===== src/design/xcfp_pkg.sv =====
package xcfp_pkg;

   // Configuration register map
   localparam int CSR_IDX_W = 2;
   localparam logic [CSR_IDX_W-1:0] CSR_START_BYTE     = 2'd0;
   localparam logic [CSR_IDX_W-1:0] CSR_DIRECTION_BYTE = 2'd1;

   localparam logic [7:0] START_BYTE_RESET     = 8'hAA;
   localparam logic [7:0] DIRECTION_BYTE_RESET = 8'hAF;

   // Back part hands a payload bank back to the front once the last byte of its frame is read out of the store
   typedef struct packed {
      logic valid;
      logic bank;
   } bank_release_type;

endpackage


===== src/design/xcfp_ifs.sv =====
// Received byte stream
interface xcfp_req_if;
   logic       valid;
   logic       ready;
   logic [7:0] rx_byte;

   modport source (output valid, output rx_byte, input ready);
   modport sink   (input valid, input rx_byte, output ready);
endinterface

// Decoded frame stream, one beat per payload byte
interface xcfp_rsp_if;
   logic       valid;
   logic       ready;
   logic [7:0] message_id;
   logic [5:0] payload_length;
   logic [4:0] byte_index;
   logic [7:0] payload_byte;
   logic       has_payload;
   logic       last_of_frame;

   modport source (output valid, output message_id, output payload_length,
                   output byte_index, output payload_byte, output has_payload,
                   output last_of_frame, input ready);
   modport sink   (input valid, input message_id, input payload_length,
                   input byte_index, input payload_byte, input has_payload,
                   input last_of_frame, output ready);
endinterface

// Register write channel
interface xcfp_csr_if;
   import xcfp_pkg::*;
   logic                 valid;
   logic                 ready;
   logic [CSR_IDX_W-1:0] index;
   logic [7:0]           data;

   modport source (output valid, output index, output data, input ready);
   modport sink   (input valid, input index, input data, output ready);
endinterface


===== src/design/xcfp_front.sv =====
module xcfp_front #(
   parameter int MAX_PAYLOAD = 32,
   parameter int IDX_W       = 5,
   parameter int LEN_W       = 6
) (
   input  logic                          clock,
   input  logic                          reset,
   xcfp_req_if.sink                      req_bus,
   xcfp_csr_if.sink                      csr_bus,
   // payload store write port
   output logic                          wr_en,
   output logic [IDX_W:0]                wr_addr,
   output logic [7:0]                    wr_data,
   // frame descriptor push {bank, length, id}
   output logic                          desc_push,
   output logic [LEN_W+8:0]              desc_data,
   input  xcfp_pkg::bank_release_type    release_bank
);
   import xcfp_pkg::*;

   typedef enum logic [5:0] {
      PH_HUNT = 6'b000001,
      PH_DIR  = 6'b000010,
      PH_ID   = 6'b000100,
      PH_LEN  = 6'b001000,
      PH_DATA = 6'b010000,
      PH_CHK  = 6'b100000
   } phase_type;

   phase_type        phase_ff, phase_in;
   logic [7:0]       start_ff, start_in;
   logic [7:0]       dir_ff, dir_in;
   logic [7:0]       id_ff, id_in;
   logic [LEN_W-1:0] len_ff, len_in;
   logic [LEN_W-1:0] fill_ff, fill_in;
   logic [7:0]       xor_ff, xor_in;
   logic             bank_ff, bank_in;
   logic [1:0]       busy_ff, busy_in;
   logic             accept;
   logic             commit;
   logic [7:0]       rx;
   logic [LEN_W-1:0] fill_next;
   logic [1:0]       rel_mask;
   logic [1:0]       set_mask;

   assign rx        = req_bus.rx_byte;
   assign fill_next = fill_ff + LEN_W'(1);

   // Hold off bytes that need the fill bank while it is still being emitted
   assign req_bus.ready = !(((phase_ff == PH_DATA) || (phase_ff == PH_CHK)) &&
                            busy_ff[bank_ff]);
   assign accept        = req_bus.valid && req_bus.ready;
   assign csr_bus.ready = 1'b1;

   // Register writes
   always_comb begin
      start_in = start_ff;
      dir_in   = dir_ff;
      if (csr_bus.valid) begin
         case (csr_bus.index)
            CSR_START_BYTE:     start_in = csr_bus.data;
            CSR_DIRECTION_BYTE: dir_in   = csr_bus.data;
            default: ;
         endcase
      end
   end

   // Frame parser
   always_comb begin
      phase_in = phase_ff;
      id_in    = id_ff;
      len_in   = len_ff;
      fill_in  = fill_ff;
      xor_in   = xor_ff;
      wr_en    = 1'b0;
      commit   = 1'b0;
      if (accept) begin
         case (phase_ff)
            PH_DIR: begin
               if (rx == dir_ff) begin
                  phase_in = PH_ID;
               end else if (rx != start_ff) begin
                  phase_in = PH_HUNT;
               end
            end
            PH_ID: begin
               id_in    = rx;
               xor_in   = rx;
               phase_in = PH_LEN;
            end
            PH_LEN: begin
               xor_in = xor_ff ^ rx;
               if (rx > 8'(MAX_PAYLOAD)) begin
                  phase_in = PH_HUNT;
               end else begin
                  len_in   = rx[LEN_W-1:0];
                  fill_in  = '0;
                  phase_in = (rx == 8'd0) ? PH_CHK : PH_DATA;
               end
            end
            PH_DATA: begin
               wr_en   = 1'b1;
               xor_in  = xor_ff ^ rx;
               fill_in = fill_next;
               if (fill_next >= len_ff) begin
                  phase_in = PH_CHK;
               end
            end
            PH_CHK: begin
               commit   = (rx == xor_ff);
               phase_in = PH_HUNT;
            end
            default: begin
               phase_in = (rx == start_ff) ? PH_DIR : PH_HUNT;
            end
         endcase
      end
   end

   assign wr_addr   = {bank_ff, fill_ff[IDX_W-1:0]};
   assign wr_data   = rx;
   assign desc_push = commit;
   assign desc_data = {bank_ff, len_ff, id_ff};

   // Bank ownership: set on a good frame, cleared when the back is done with it
   assign rel_mask = release_bank.valid ? (2'b01 << release_bank.bank) : 2'b00;
   assign set_mask = commit ? (2'b01 << bank_ff) : 2'b00;
   assign busy_in  = (busy_ff & ~rel_mask) | set_mask;
   assign bank_in  = commit ? ~bank_ff : bank_ff;

   always_ff @(posedge clock) begin
      if (reset) begin
         phase_ff <= PH_HUNT;
         start_ff <= START_BYTE_RESET;
         dir_ff   <= DIRECTION_BYTE_RESET;
         bank_ff  <= 1'b0;
         busy_ff  <= 2'b00;
      end else begin
         phase_ff <= phase_in;
         start_ff <= start_in;
         dir_ff   <= dir_in;
         bank_ff  <= bank_in;
         busy_ff  <= busy_in;
      end
   end

   always_ff @(posedge clock) begin
      id_ff   <= id_in;
      len_ff  <= len_in;
      fill_ff <= fill_in;
      xor_ff  <= xor_in;
   end

   // A frame is only committed into a bank that the back has given up
   a_commit_free_bank: assert property (@(posedge clock) disable iff (reset)
      commit |-> !busy_ff[bank_ff])
      else $error("frame committed into a busy bank");

   // The back only returns banks that are held
   a_release_busy: assert property (@(posedge clock) disable iff (reset)
      release_bank.valid |-> busy_ff[release_bank.bank])
      else $error("release of a bank that is not busy");

   // Payload writes never hit a bank that is being emitted
   a_write_free_bank: assert property (@(posedge clock) disable iff (reset)
      wr_en |-> !busy_ff[bank_ff])
      else $error("payload write into a busy bank");

endmodule


===== src/design/xcfp_queue.sv =====
module xcfp_queue #(
   parameter int DATA_W = 15
) (
   input  logic              clock,
   input  logic              reset,
   input  logic              push,
   input  logic [DATA_W-1:0] push_data,
   input  logic              pop,
   output logic              head_valid,
   output logic [DATA_W-1:0] head_data
);
   import xcfp_pkg::*;

   // Two slots: one per payload bank
   logic [DATA_W-1:0] slot_ff [2];
   logic              wr_ptr_ff, wr_ptr_in;
   logic              rd_ptr_ff, rd_ptr_in;
   logic [1:0]        count_ff, count_in;

   assign head_valid = (count_ff != 2'd0);
   assign head_data  = slot_ff[rd_ptr_ff];

   // Pointer and fill count update
   always_comb begin
      wr_ptr_in = push ? ~wr_ptr_ff : wr_ptr_ff;
      rd_ptr_in = pop  ? ~rd_ptr_ff : rd_ptr_ff;
      count_in  = count_ff;
      if (push && !pop) begin
         count_in = count_ff + 2'd1;
      end else if (pop && !push) begin
         count_in = count_ff - 2'd1;
      end
   end

   always_ff @(posedge clock) begin
      if (reset) begin
         wr_ptr_ff <= 1'b0;
         rd_ptr_ff <= 1'b0;
         count_ff  <= 2'd0;
      end else begin
         wr_ptr_ff <= wr_ptr_in;
         rd_ptr_ff <= rd_ptr_in;
         count_ff  <= count_in;
      end
   end

   always_ff @(posedge clock) begin
      if (push) begin
         slot_ff[wr_ptr_ff] <= push_data;
      end
   end

   a_no_overflow: assert property (@(posedge clock) disable iff (reset)
      push |-> (count_ff != 2'd2))
      else $error("descriptor queue overflow");

   a_no_underflow: assert property (@(posedge clock) disable iff (reset)
      pop |-> head_valid)
      else $error("descriptor queue underflow");

   a_count_range: assert property (@(posedge clock) disable iff (reset)
      count_ff != 2'd3)
      else $error("descriptor queue count out of range");

endmodule


===== src/design/xcfp_back.sv =====
module xcfp_back #(
   parameter int IDX_W = 5,
   parameter int LEN_W = 6
) (
   input  logic                          clock,
   input  logic                          reset,
   // payload store write port from the front
   input  logic                          wr_en,
   input  logic [IDX_W:0]                wr_addr,
   input  logic [7:0]                    wr_data,
   // head of the descriptor queue
   input  logic                          head_valid,
   input  logic [LEN_W+8:0]              head_data,
   output logic                          pop,
   output xcfp_pkg::bank_release_type    release_bank,
   xcfp_rsp_if.source                    rsp_bus
);
   import xcfp_pkg::*;

   // Double-buffered payload store, one bank per frame
   logic [7:0] store [2**(IDX_W+1)];

   logic [7:0]       head_id;
   logic [LEN_W-1:0] head_len;
   logic             head_bank;
   logic             head_last;
   logic             advance;
   logic             issue;

   logic             valid_ff, valid_in;
   logic [IDX_W-1:0] k_ff, k_in;
   logic [7:0]       id_ff, id_in;
   logic [LEN_W-1:0] len_ff, len_in;
   logic [IDX_W-1:0] idx_ff, idx_in;
   logic             has_ff, has_in;
   logic             last_ff, last_in;
   logic [7:0]       rd_data_ff;

   assign head_id   = head_data[7:0];
   assign head_len  = head_data[8 +: LEN_W];
   assign head_bank = head_data[LEN_W+8];
   assign head_last = (head_len == '0) || ((LEN_W'(k_ff) + LEN_W'(1)) == head_len);

   // Output register moves when empty or taken
   assign advance = !valid_ff || rsp_bus.ready;
   assign issue   = advance && head_valid;
   assign pop     = issue && head_last;

   assign release_bank.valid = pop;
   assign release_bank.bank  = head_bank;

   // Beat sequencer
   always_comb begin
      valid_in = advance ? head_valid : valid_ff;
      k_in     = k_ff;
      id_in    = id_ff;
      len_in   = len_ff;
      idx_in   = idx_ff;
      has_in   = has_ff;
      last_in  = last_ff;
      if (issue) begin
         k_in    = head_last ? '0 : (k_ff + IDX_W'(1));
         id_in   = head_id;
         len_in  = head_len;
         idx_in  = k_ff;
         has_in  = (head_len != '0);
         last_in = head_last;
      end
   end

   always_ff @(posedge clock) begin
      if (reset) begin
         valid_ff <= 1'b0;
         k_ff     <= '0;
      end else begin
         valid_ff <= valid_in;
         k_ff     <= k_in;
      end
   end

   always_ff @(posedge clock) begin
      id_ff   <= id_in;
      len_ff  <= len_in;
      idx_ff  <= idx_in;
      has_ff  <= has_in;
      last_ff <= last_in;
   end

   // Store write and registered read
   always_ff @(posedge clock) begin
      if (wr_en) begin
         store[wr_addr] <= wr_data;
      end
   end

   always_ff @(posedge clock) begin
      if (issue) begin
         rd_data_ff <= store[{head_bank, k_ff}];
      end
   end

   assign rsp_bus.valid          = valid_ff;
   assign rsp_bus.message_id     = id_ff;
   assign rsp_bus.payload_length = 6'(len_ff);
   assign rsp_bus.byte_index     = 5'(idx_ff);
   assign rsp_bus.payload_byte   = has_ff ? rd_data_ff : 8'd0;
   assign rsp_bus.has_payload    = has_ff;
   assign rsp_bus.last_of_frame  = last_ff;

   // Releasing a bank means the final beat of its frame was just loaded
   a_release_last: assert property (@(posedge clock) disable iff (reset)
      release_bank.valid |=> (valid_ff && last_ff))
      else $error("bank released without a last beat");

   // An empty frame is a single beat
   a_empty_is_last: assert property (@(posedge clock) disable iff (reset)
      (valid_ff && !has_ff) |-> last_ff)
      else $error("empty frame beat not marked last");

   // Payload beats stay inside the frame
   a_index_in_frame: assert property (@(posedge clock) disable iff (reset)
      (valid_ff && has_ff) |-> (LEN_W'(idx_ff) < len_ff))
      else $error("byte index beyond frame length");

endmodule


===== src/design/xor_checked_frame_parser_top.sv =====
// Byte-stream deframer: hunts for the start byte and direction byte, then reads
// message id, length (up to MAX_PAYLOAD) and payload, and checks a trailing
// byte against the XOR of id, length and payload. A good frame comes out as
// one beat per payload byte (one beat with has_payload low for an empty frame),
// the last beat marked; bad or oversized frames vanish without a beat.
// The parser takes one received byte per clock. Payload goes into one of two
// banks; the parser stalls on a payload or checksum byte only while both banks
// still hold frames that have not been fully read out. Emission runs at one beat
// per clock from a registered store read, holding while rsp_bus.ready is low.
// Register writes (start_byte index 0, direction_byte index 1) are always
// accepted; other indexes are ignored.
module xor_checked_frame_parser_top #(
   parameter int MAX_PAYLOAD = 32
) (
   input  logic       clock,
   input  logic       reset,
   xcfp_req_if.sink   req_bus,
   xcfp_rsp_if.source rsp_bus,
   xcfp_csr_if.sink   csr_bus
);
   import xcfp_pkg::*;

   localparam int IDX_W  = (MAX_PAYLOAD > 1) ? $clog2(MAX_PAYLOAD) : 1;
   localparam int LEN_W  = $clog2(MAX_PAYLOAD + 1);
   localparam int DESC_W = LEN_W + 9;

   logic              wr_en;
   logic [IDX_W:0]    wr_addr;
   logic [7:0]        wr_data;
   logic              desc_push;
   logic [DESC_W-1:0] desc_data;
   logic              head_valid;
   logic [DESC_W-1:0] head_data;
   logic              pop;
   bank_release_type  release_bank;

   xcfp_front #(
      .MAX_PAYLOAD (MAX_PAYLOAD),
      .IDX_W       (IDX_W),
      .LEN_W       (LEN_W)
   ) u_front (
      .clock        (clock),
      .reset        (reset),
      .req_bus      (req_bus),
      .csr_bus      (csr_bus),
      .wr_en        (wr_en),
      .wr_addr      (wr_addr),
      .wr_data      (wr_data),
      .desc_push    (desc_push),
      .desc_data    (desc_data),
      .release_bank (release_bank)
   );

   xcfp_queue #(
      .DATA_W (DESC_W)
   ) u_queue (
      .clock      (clock),
      .reset      (reset),
      .push       (desc_push),
      .push_data  (desc_data),
      .pop        (pop),
      .head_valid (head_valid),
      .head_data  (head_data)
   );

   xcfp_back #(
      .IDX_W (IDX_W),
      .LEN_W (LEN_W)
   ) u_back (
      .clock        (clock),
      .reset        (reset),
      .wr_en        (wr_en),
      .wr_addr      (wr_addr),
      .wr_data      (wr_data),
      .head_valid   (head_valid),
      .head_data    (head_data),
      .pop          (pop),
      .release_bank (release_bank),
      .rsp_bus      (rsp_bus)
   );

endmodule

===== src/flat_wrapper.sv =====
// flat-port wrapper written by rule: the top's interface ports become plain ports
module xor_checked_frame_parser_top_flat import xcfp_pkg::*;
#(
   parameter int MAX_PAYLOAD = 32
)
  (clock, reset, req_bus_valid, req_bus_rx_byte, req_bus_ready, rsp_bus_valid, rsp_bus_message_id, rsp_bus_payload_length, rsp_bus_byte_index, rsp_bus_payload_byte, rsp_bus_has_payload, rsp_bus_last_of_frame, rsp_bus_ready, csr_bus_valid, csr_bus_index, csr_bus_data, csr_bus_ready);
  xcfp_req_if req_bus_i ();
  xcfp_rsp_if rsp_bus_i ();
  xcfp_csr_if csr_bus_i ();
  input  logic clock;
  input  logic reset;
  input wire logic [$bits(req_bus_i.valid)-1:0] req_bus_valid;
  input wire logic [$bits(req_bus_i.rx_byte)-1:0] req_bus_rx_byte;
  output wire logic [$bits(req_bus_i.ready)-1:0] req_bus_ready;
  output wire logic [$bits(rsp_bus_i.valid)-1:0] rsp_bus_valid;
  output wire logic [$bits(rsp_bus_i.message_id)-1:0] rsp_bus_message_id;
  output wire logic [$bits(rsp_bus_i.payload_length)-1:0] rsp_bus_payload_length;
  output wire logic [$bits(rsp_bus_i.byte_index)-1:0] rsp_bus_byte_index;
  output wire logic [$bits(rsp_bus_i.payload_byte)-1:0] rsp_bus_payload_byte;
  output wire logic [$bits(rsp_bus_i.has_payload)-1:0] rsp_bus_has_payload;
  output wire logic [$bits(rsp_bus_i.last_of_frame)-1:0] rsp_bus_last_of_frame;
  input wire logic [$bits(rsp_bus_i.ready)-1:0] rsp_bus_ready;
  input wire logic [$bits(csr_bus_i.valid)-1:0] csr_bus_valid;
  input wire logic [$bits(csr_bus_i.index)-1:0] csr_bus_index;
  input wire logic [$bits(csr_bus_i.data)-1:0] csr_bus_data;
  output wire logic [$bits(csr_bus_i.ready)-1:0] csr_bus_ready;
  assign req_bus_i.valid = req_bus_valid;
  assign req_bus_i.rx_byte = req_bus_rx_byte;
  assign req_bus_ready = req_bus_i.ready;
  assign rsp_bus_valid = rsp_bus_i.valid;
  assign rsp_bus_message_id = rsp_bus_i.message_id;
  assign rsp_bus_payload_length = rsp_bus_i.payload_length;
  assign rsp_bus_byte_index = rsp_bus_i.byte_index;
  assign rsp_bus_payload_byte = rsp_bus_i.payload_byte;
  assign rsp_bus_has_payload = rsp_bus_i.has_payload;
  assign rsp_bus_last_of_frame = rsp_bus_i.last_of_frame;
  assign rsp_bus_i.ready = rsp_bus_ready;
  assign csr_bus_i.valid = csr_bus_valid;
  assign csr_bus_i.index = csr_bus_index;
  assign csr_bus_i.data = csr_bus_data;
  assign csr_bus_ready = csr_bus_i.ready;
  xor_checked_frame_parser_top #(.MAX_PAYLOAD(MAX_PAYLOAD)) u_core (.clock(clock), .reset(reset), .req_bus(req_bus_i), .rsp_bus(rsp_bus_i), .csr_bus(csr_bus_i));
endmodule

===== config.mk =====
export PLATFORM = sky130hd
export DESIGN_NAME = xor_checked_frame_parser_top_flat
export DESIGN_NICKNAME = d
export VERILOG_FILES = /design/src/design/xcfp_pkg.sv /design/src/design/xcfp_ifs.sv /design/src/design/xcfp_front.sv /design/src/design/xcfp_queue.sv /design/src/design/xcfp_back.sv /design/src/design/xor_checked_frame_parser_top.sv /design/src/flat_wrapper.sv
export SDC_FILE = /design/constraint.sdc
export NUM_CORES = 1
export LEC_CHECK = 0
export BUFFER_PORTS_ARGS = -buffer_cell sky130_fd_sc_hd__buf_2
export CAP_MARGIN = 20
export CORE_ASPECT_RATIO = 1.5
export CORE_MARGIN = 1.5
export CORE_UTILIZATION = 35
export CTS_BUF_LIST = sky130_fd_sc_hd__clkbuf_4
export CTS_CLUSTER_DIAMETER = 120
export DETAILED_ROUTE_END_ITERATION = 7
export GPL_ROUTABILITY_DRIVEN = 0
export GPL_TIMING_DRIVEN = 0
export PLACE_DENSITY = 0.52
export SYNTH_ARGS = -nofsm -noshare
export SYNTH_HDL_FRONTEND = slang
export SYNTH_SLANG_ARGS = --single-unit
export TNS_END_PERCENT = 1

===== constraint.sdc =====
create_clock -name clock -period 8.25 [get_ports clock]
set_input_delay 0.4125 -clock clock [delete_from_list [all_inputs] [get_ports clock]]
set_output_delay 0.4125 -clock clock [all_outputs]
set_load 0.02 [all_outputs]

# Word-level counts from Yosys, hierarchy flattened
# Memories as Yosys holds them, arrays and structs flattened. A register that Yosys moved wholly into a read port is not among the register bits.
# Cells that the tools add are included.
[totals]
reg_bits = 84
wordCells = 110
memories = 2
output_inout_bits = 32
inputBits = 23
ramBits = 542
[op_classes]
n_eq_ne = 14
n_reduce_logical = 29
n_shift = 2
bitwise_logic = 8
add_sub_neg = 5
magnitude_cmp = 3
n_mux = 28
[memory_table]
columns = ["memory", "words", "word_bits", "rd", "rd_clocked_by_memory_dff", "wr", "line_no", "rtl"]
rows = [
  ["u_core.u_back.store", 64, 8, 1, 1, 1, "xcfp_back.sv:21", "logic [7:0] store [2**(IDX_W+1)];"],
  ["u_core.u_queue.slot_ff", 2, 15, 1, 1, 1, "xcfp_queue.sv:15", "logic [DATA_W-1:0] slot_ff [2];"],
]
[op_table]
columns = ["operator", "n"]
rows = [
  ["6-bit two-way mux", 6],
  ["6-bit case mux with 5 select lines", 1],
  ["8-bit == test", 3],
  ["8-bit case mux with 2 select lines", 1],
  ["1-bit two-way mux", 12],
  ["6-bit case mux with 2 select lines", 1],
  ["2-bit two-way mux", 5],
  ["3-bit AND reduction", 3],
  ["8-bit by 6-bit > comparator with 1-bit output, second input constant", 1],
  ["8-bit logical NOT", 1],
  ["8-bit two-way mux", 1],
  ["8-bit != test", 1],
  ["2-bit AND reduction", 4],
  ["2-bit nonzero test", 4],
  ["8-bit XOR", 1],
  ["5-bit by 1-bit adder with 6-bit output, second input constant", 1],
  ["6-bit by 1-bit adder with 6-bit output, second input constant", 1],
  ["6-bit by 2-bit == test with 1-bit output, second input constant", 1],
  ["6-bit by 3-bit == test with 1-bit output, second input constant", 1],
  ["6-bit by 4-bit == test with 1-bit output, second input constant", 1],
  ["6-bit by 5-bit == test with 1-bit output, second input constant", 1],
  ["6-bit == test", 1],
  ["6-bit == test, second input constant", 1],
  ["6-bit >= comparator", 1],
  ["other kinds (21)", 35],
]

# Longest topological paths before layout
[logic_depth]
ltp_word = 10
ltp_mapped = 13
depth_no_buf = 11

# By module
# From an unflattened synthesis, not the netlist that was laid out.
[unflattened]
cells_unflattened = 1385
area_unflattened_um2 = 25474.4
[by_module_without_submodules]
columns = ["module", "cells_per_inst", "seq_area_each_um2", "instances", "area_per_inst_um2"]
rows = [
  ["xcfp_back", 1036, 16365.7, 1, 21305.4],
  ["xcfp_front", 281, 1341.3, 1, 2885.3],
  ["xcfp_queue", 68, 1001.0, 1, 1283.7],
]

# Worst setup path after synthesis
# OpenSTA, ideal clock, no wires.
[synth_timing]
path_type = "input to register"
from = "input req_bus_rx_byte[2]"
to = "memory u_core.u_queue.slot_ff[0][0] (enable)"
path_stages = 5
path_slack_ns = 5.502
t_required_ns = 7.844
setup_ns = 0.406
arrival_ns = 2.342
path_buffers = 1
cell_sequence = "clkbuf_1 xnor2_1 nand4_1 or3_1 nor3_1"
[synth_between]
elab_chain_cells = 5
[synth_lines]
columns = ["item", "line_no", "rtl"]
rows = [
  ["start: declaration", "flat_wrapper.sv:13", "input wire logic [$bits(req_bus_i.rx_byte)-1:0] req_bus_rx_byte;"],
  ["8-bit == test", "xcfp_front.sv:110", "commit = (rx == xor_ff);"],
  ["1-bit two-way mux", "xcfp_front.sv:78", "case (phase_ff)"],
  ["1-bit two-way mux", "xcfp_front.sv:77", "if (accept) begin"],
  ["1-bit two-way mux", "xcfp_queue.sv:48", "if (push) begin"],
  ["1-bit two-way mux (not written as such)", "xcfp_queue.sv:49", "slot_ff[wr_ptr_ff] <= push_data;"],
  ["end: declaration", "xcfp_queue.sv:15", ""],
]
# Every way passes these cells.

==> metrics.json <==
{
  "post_drt_via_cell_ratio": 5.136,
  "syn_area_sq_um": 25130,
  "unrepaired_setup_endpoints_after_global_routing": "no",
  "floorplan.die.width_um": 221.8,
  "fp.dieH_um": 331.2,
  "syn_inst": 1274,
  "post_drt_wl_per_cell_um": 25.65,
  "grt_pass1_wl_um": 94260,
  "clock_skew_ps": 69.91,
  "postCtsResizedCells": 0,
  "floorplan.io_pins": 55,
  "clkTransAtPathRegs_ps": 70,
  "ys_warn_count": 0,
  "final_min_period_over_clock_period": 0.4552,
  "worstSetupStartpointType": "flip-flop",
  "worstMarginPinSlew_ps": 1021,
  "post_synthesis_compound_gate_area_fraction": 0.01623,
  "synth.ff_latch_count": 635,
  "timing.setup.tns_ps": 0,
  "finalHoldViolations": 0,
  "worst_ep_arrival_time_ps": 4670,
  "synth.lib_cells_used.distinct": 62,
  "power.ir.vdd_worst_mv": 0.1008,
  "synth_top_flop_cell": "sky130_fd_sc_hd__edfxtp_1",
  "row_count": 120,
  "setup_viol": 0,
  "final_nets": 1542,
  "dr.pass1.iters": 5,
  "vias_in_the_first_global_route": 13990,
  "holdCritPathClass": "primary input to flip-flop",
  "tritoncts.num_buffers": 152,
  "drt_iter0_drc": 1057,
  "largest_net_degree_at_the_start_of_global_routing": 68,
  "hold_slack_ps": 89.51,
  "cts_tree": "yes",
  "worst_slew_margin_rel": 0.3194,
  "post_synth_and_or_nand_nor_area_fraction": 0.04561,
  "detailroute.via_count": 13098,
  "fraction_of_the_yosys_area_taken_by_sequential_cells": 0.7445,
  "critical_path.endpoint_type": "flip-flop",
  "synth-edff-count": 599,
  "syn-mean-instance-area_sq_um": 19.72,
  "standard_cell_core_area_sq_um": 71170,
  "crit_path_max_fanout": 7,
  "cts_htree_levels": 4,
  "cap_violations": 0,
  "cp.required_ps": 9170,
  "clock_sinks": 635,
  "post_synth_mux_area_share": 0.1551,
  "globalRouteOverflowTotal": 0,
  "routed_wl_um": 65410,
  "max_clock_freq_ghz": 0.2663,
  "ys_async_sr_fraction": 0,
  "timing.final.ws_setup_ps": 4495,
  "ctsLongestPathBuffers": 3,
  "drv_slew": 0,
  "drive_above_1_share": 0.3100,
  "start_util": 0.3531,
  "count_of_nets_left_with_antenna_violations_after_detail_routing": 0,
  "synth_top_family_by_area": "multiplexers",
  "cts_root_buffer": "sky130_fd_sc_hd__clkbuf_4",
  "final.fill_count": 6547,
  "synth_adder_area_share": 0.004481,
  "worst-setup-path-type": "flip-flop to flip-flop",
  "hpwlAfterDp_um": 43500,
  "grt_antenna_before_repair": 1,
  "detailedPlace.worstSlack_ps": 4250,
  "clk_latency_ps": 1010,
  "outcome": "completed",
  "synthesis.nets": 1306,
  "postLayoutCoreUtil": 0.4068,
  "synth_xor_xnor_area_share": 0.01927,
  "post-route-min-period_ps": 3755,
  "fp.dieArea_sq_um": 73450,
  "cellPowerDensity_nw_per_um2": 216.9,
  "drcViolationCount": 0,
  "io_buffers": 52,
  "area_growth_from_synthesis_to_layout_pct": 15.20,
  "global_route.usage.total": 0.1825,
  "p_leak_nw": 9.058
}
==> stage by stage <==
stage / total power [mW] / area (sq um) / instances
6_report: 6.279 / 28950 / 2550
5_1_grt: 6.510 / 28940 / 2548
4_1_cts: 6.351 / 28940 / 2547
3_5_place_dp: 3.689 / 26710 / 2250
3_3_place_gp: 3.679 / 26530 / 2241
2_1_floorplan: 3.618 / 25130 / 1274
==> where the power goes <==
| part | switching (mW) | internal (mW) |
|---|---|---|
| combinational | 0.0745 | 0.0302 |
| clock | 1.28 | 1.38 |
| sequential | 0.00304 | 3.52 |
| total | 1.36 | 4.92 |
==> Yosys cell counts (all sizes together), types with 4 or more instances <==
library cell / number / area share
a21oi: 16 / 0.0033
a22oi: 6 / 0.0018
and2: 12 / 0.0030
buf: 34 / 0.0072
clkbuf: 32 / 0.0048
dfxtp: 36 / 0.029
edfxtp: 599 / 0.72
ha: 9 / 0.0045
inv: 18 / 0.0027
mux2: 16 / 0.0075
mux2i: 22 / 0.0088
mux4: 155 / 0.14
nand2: 49 / 0.0073
nand2b: 5 / 0.0012
nand3: 16 / 0.0032
nand3b: 6 / 0.0018
nand4: 4 / 0.0010
nor2: 99 / 0.015
nor2b: 8 / 0.0020
nor3: 11 / 0.0022
nor3b: 4 / 0.0014
nor4: 4 / 0.0018
o21ai: 14 / 0.0028
o22ai: 11 / 0.0027
or3: 5 / 0.0014
xnor2: 24 / 0.0084
xor2: 26 / 0.0091
==> cell usage in the layout, fill, tap and decap left out, drive strengths merged, types with 2 or more instances in the layout <==
cell / count
edfxtp: 599
or4: 2
ha: 9
a21o: 2
mux4: 155
inv: 21
nor3: 11
buf: 95
mux2: 16
o31ai: 2
o211ai: 3
nor3b: 4
clkinv: 47
dlygate4sd3: 21
diode: 3
or3: 5
nand3b: 6
nand2b: 5
a22oi: 6
nand4: 4
nor2: 99
dfxtp: 36
and3: 3
bufinv: 5
xor2: 26
and2: 12
o22ai: 11
clkbuf: 248
xnor2: 24
mux2i: 22
a21oi: 16
a211oi: 2
nor4: 4
nor2b: 8
nand4b: 3
o21ai: 14
nand3: 16
nand2: 49
clkinvlp: 5
a31oi: 2
==> per-layer routing <==
layer,part of all wire,track usage,wire [um],vias up
met4,0.039,0.08800,2533,0
met1,0.37,0.1999,24010,6814
met3,0.052,0.03910,3390,129
li1,-,-,-,5707
met2,0.54,0.3359,35470,448
met5,0,0,0,-
==> registers in the layout, summed over array words and instances (netlist names), 8 cells and up, named ones only <==
| register | flops |
|---|---|
| u_core.u_back.store | 512 |
| u_core.u_queue.slot_ff | 30 |
| u_core.u_back.rd_data_ff | 8 |
| u_core.u_back.rsp_bus.message_id | 8 |
| u_core.u_front.dir_ff | 8 |
| u_core.u_front.id_ff | 8 |
| u_core.u_front.start_ff | 8 |
| u_core.u_front.xor_ff | 8 |
==> layout make-up <==
type	instances	area, sq um	share of cell area
timing repair buffer	82	631.9	0.02183
multi-input combinational	555	6065	0.2095
clock buffer	216	1622	0.05601
buffer	66	300.3	0.01037
clock inverter	60	402.9	0.01392
sequential	635	18710	0.6462
antenna	3	7.507	0.0002593
tap	915	1145	0.03955
inverter	18	67.56	0.002334
==> cell families (layout without fill, tap and decap cells) <==
logic type | after synthesis | after routing
compound gates | 64 | 64
other cells | 1 | 4
buf+inv | 84 | 442
xor+xnor | 52 | 52
flops | 635 | 635
fa+ha+maj | 9 | 9
mux | 193 | 193
simple gates | 236 | 236
==> critical path, stage by stage, from the launching register on <==
cell and delay [ps]:
sky130_fd_sc_hd__dfxtp_1 340, sky130_fd_sc_hd__buf_2 230, sky130_fd_sc_hd__mux2i_1 610, sky130_fd_sc_hd__nand4_1 160, sky130_fd_sc_hd__nor3_1 560, sky130_fd_sc_hd__a31oi_1 290, sky130_fd_sc_hd__nor2_1 540, sky130_fd_sc_hd__inv_1 120
sky130_fd_sc_hd__ha_1 340, sky130_fd_sc_hd__or3_1 350, sky130_fd_sc_hd__a21oi_1 150
==> worst paths after layout <==
check / from / endpoint / slack [ps] / cells past startpoint
hold / removal: req_bus_rx_byte[4] / u_core.u_back.store[25][4] / 90 / 1
setup / recovery: flip-flop / u_core.u_queue.count_ff[1] / 4490 / 10
hold reg to reg: u_core.u_front.id_ff[6] / u_core.u_queue.slot_ff[1][6] / 420 / 0
setup reg to reg: flip-flop / u_core.u_queue.count_ff[1] / 4490 / 10
==> what timing repair did <==
| item | CTS | global route |
|---|---|---|
| hold buffers | 21 | 0 |
| setup buffers | 0 | 0 |
| endpoints found under the hold margin | 147 | 0 |
Power figures use the tool's default switching activity.
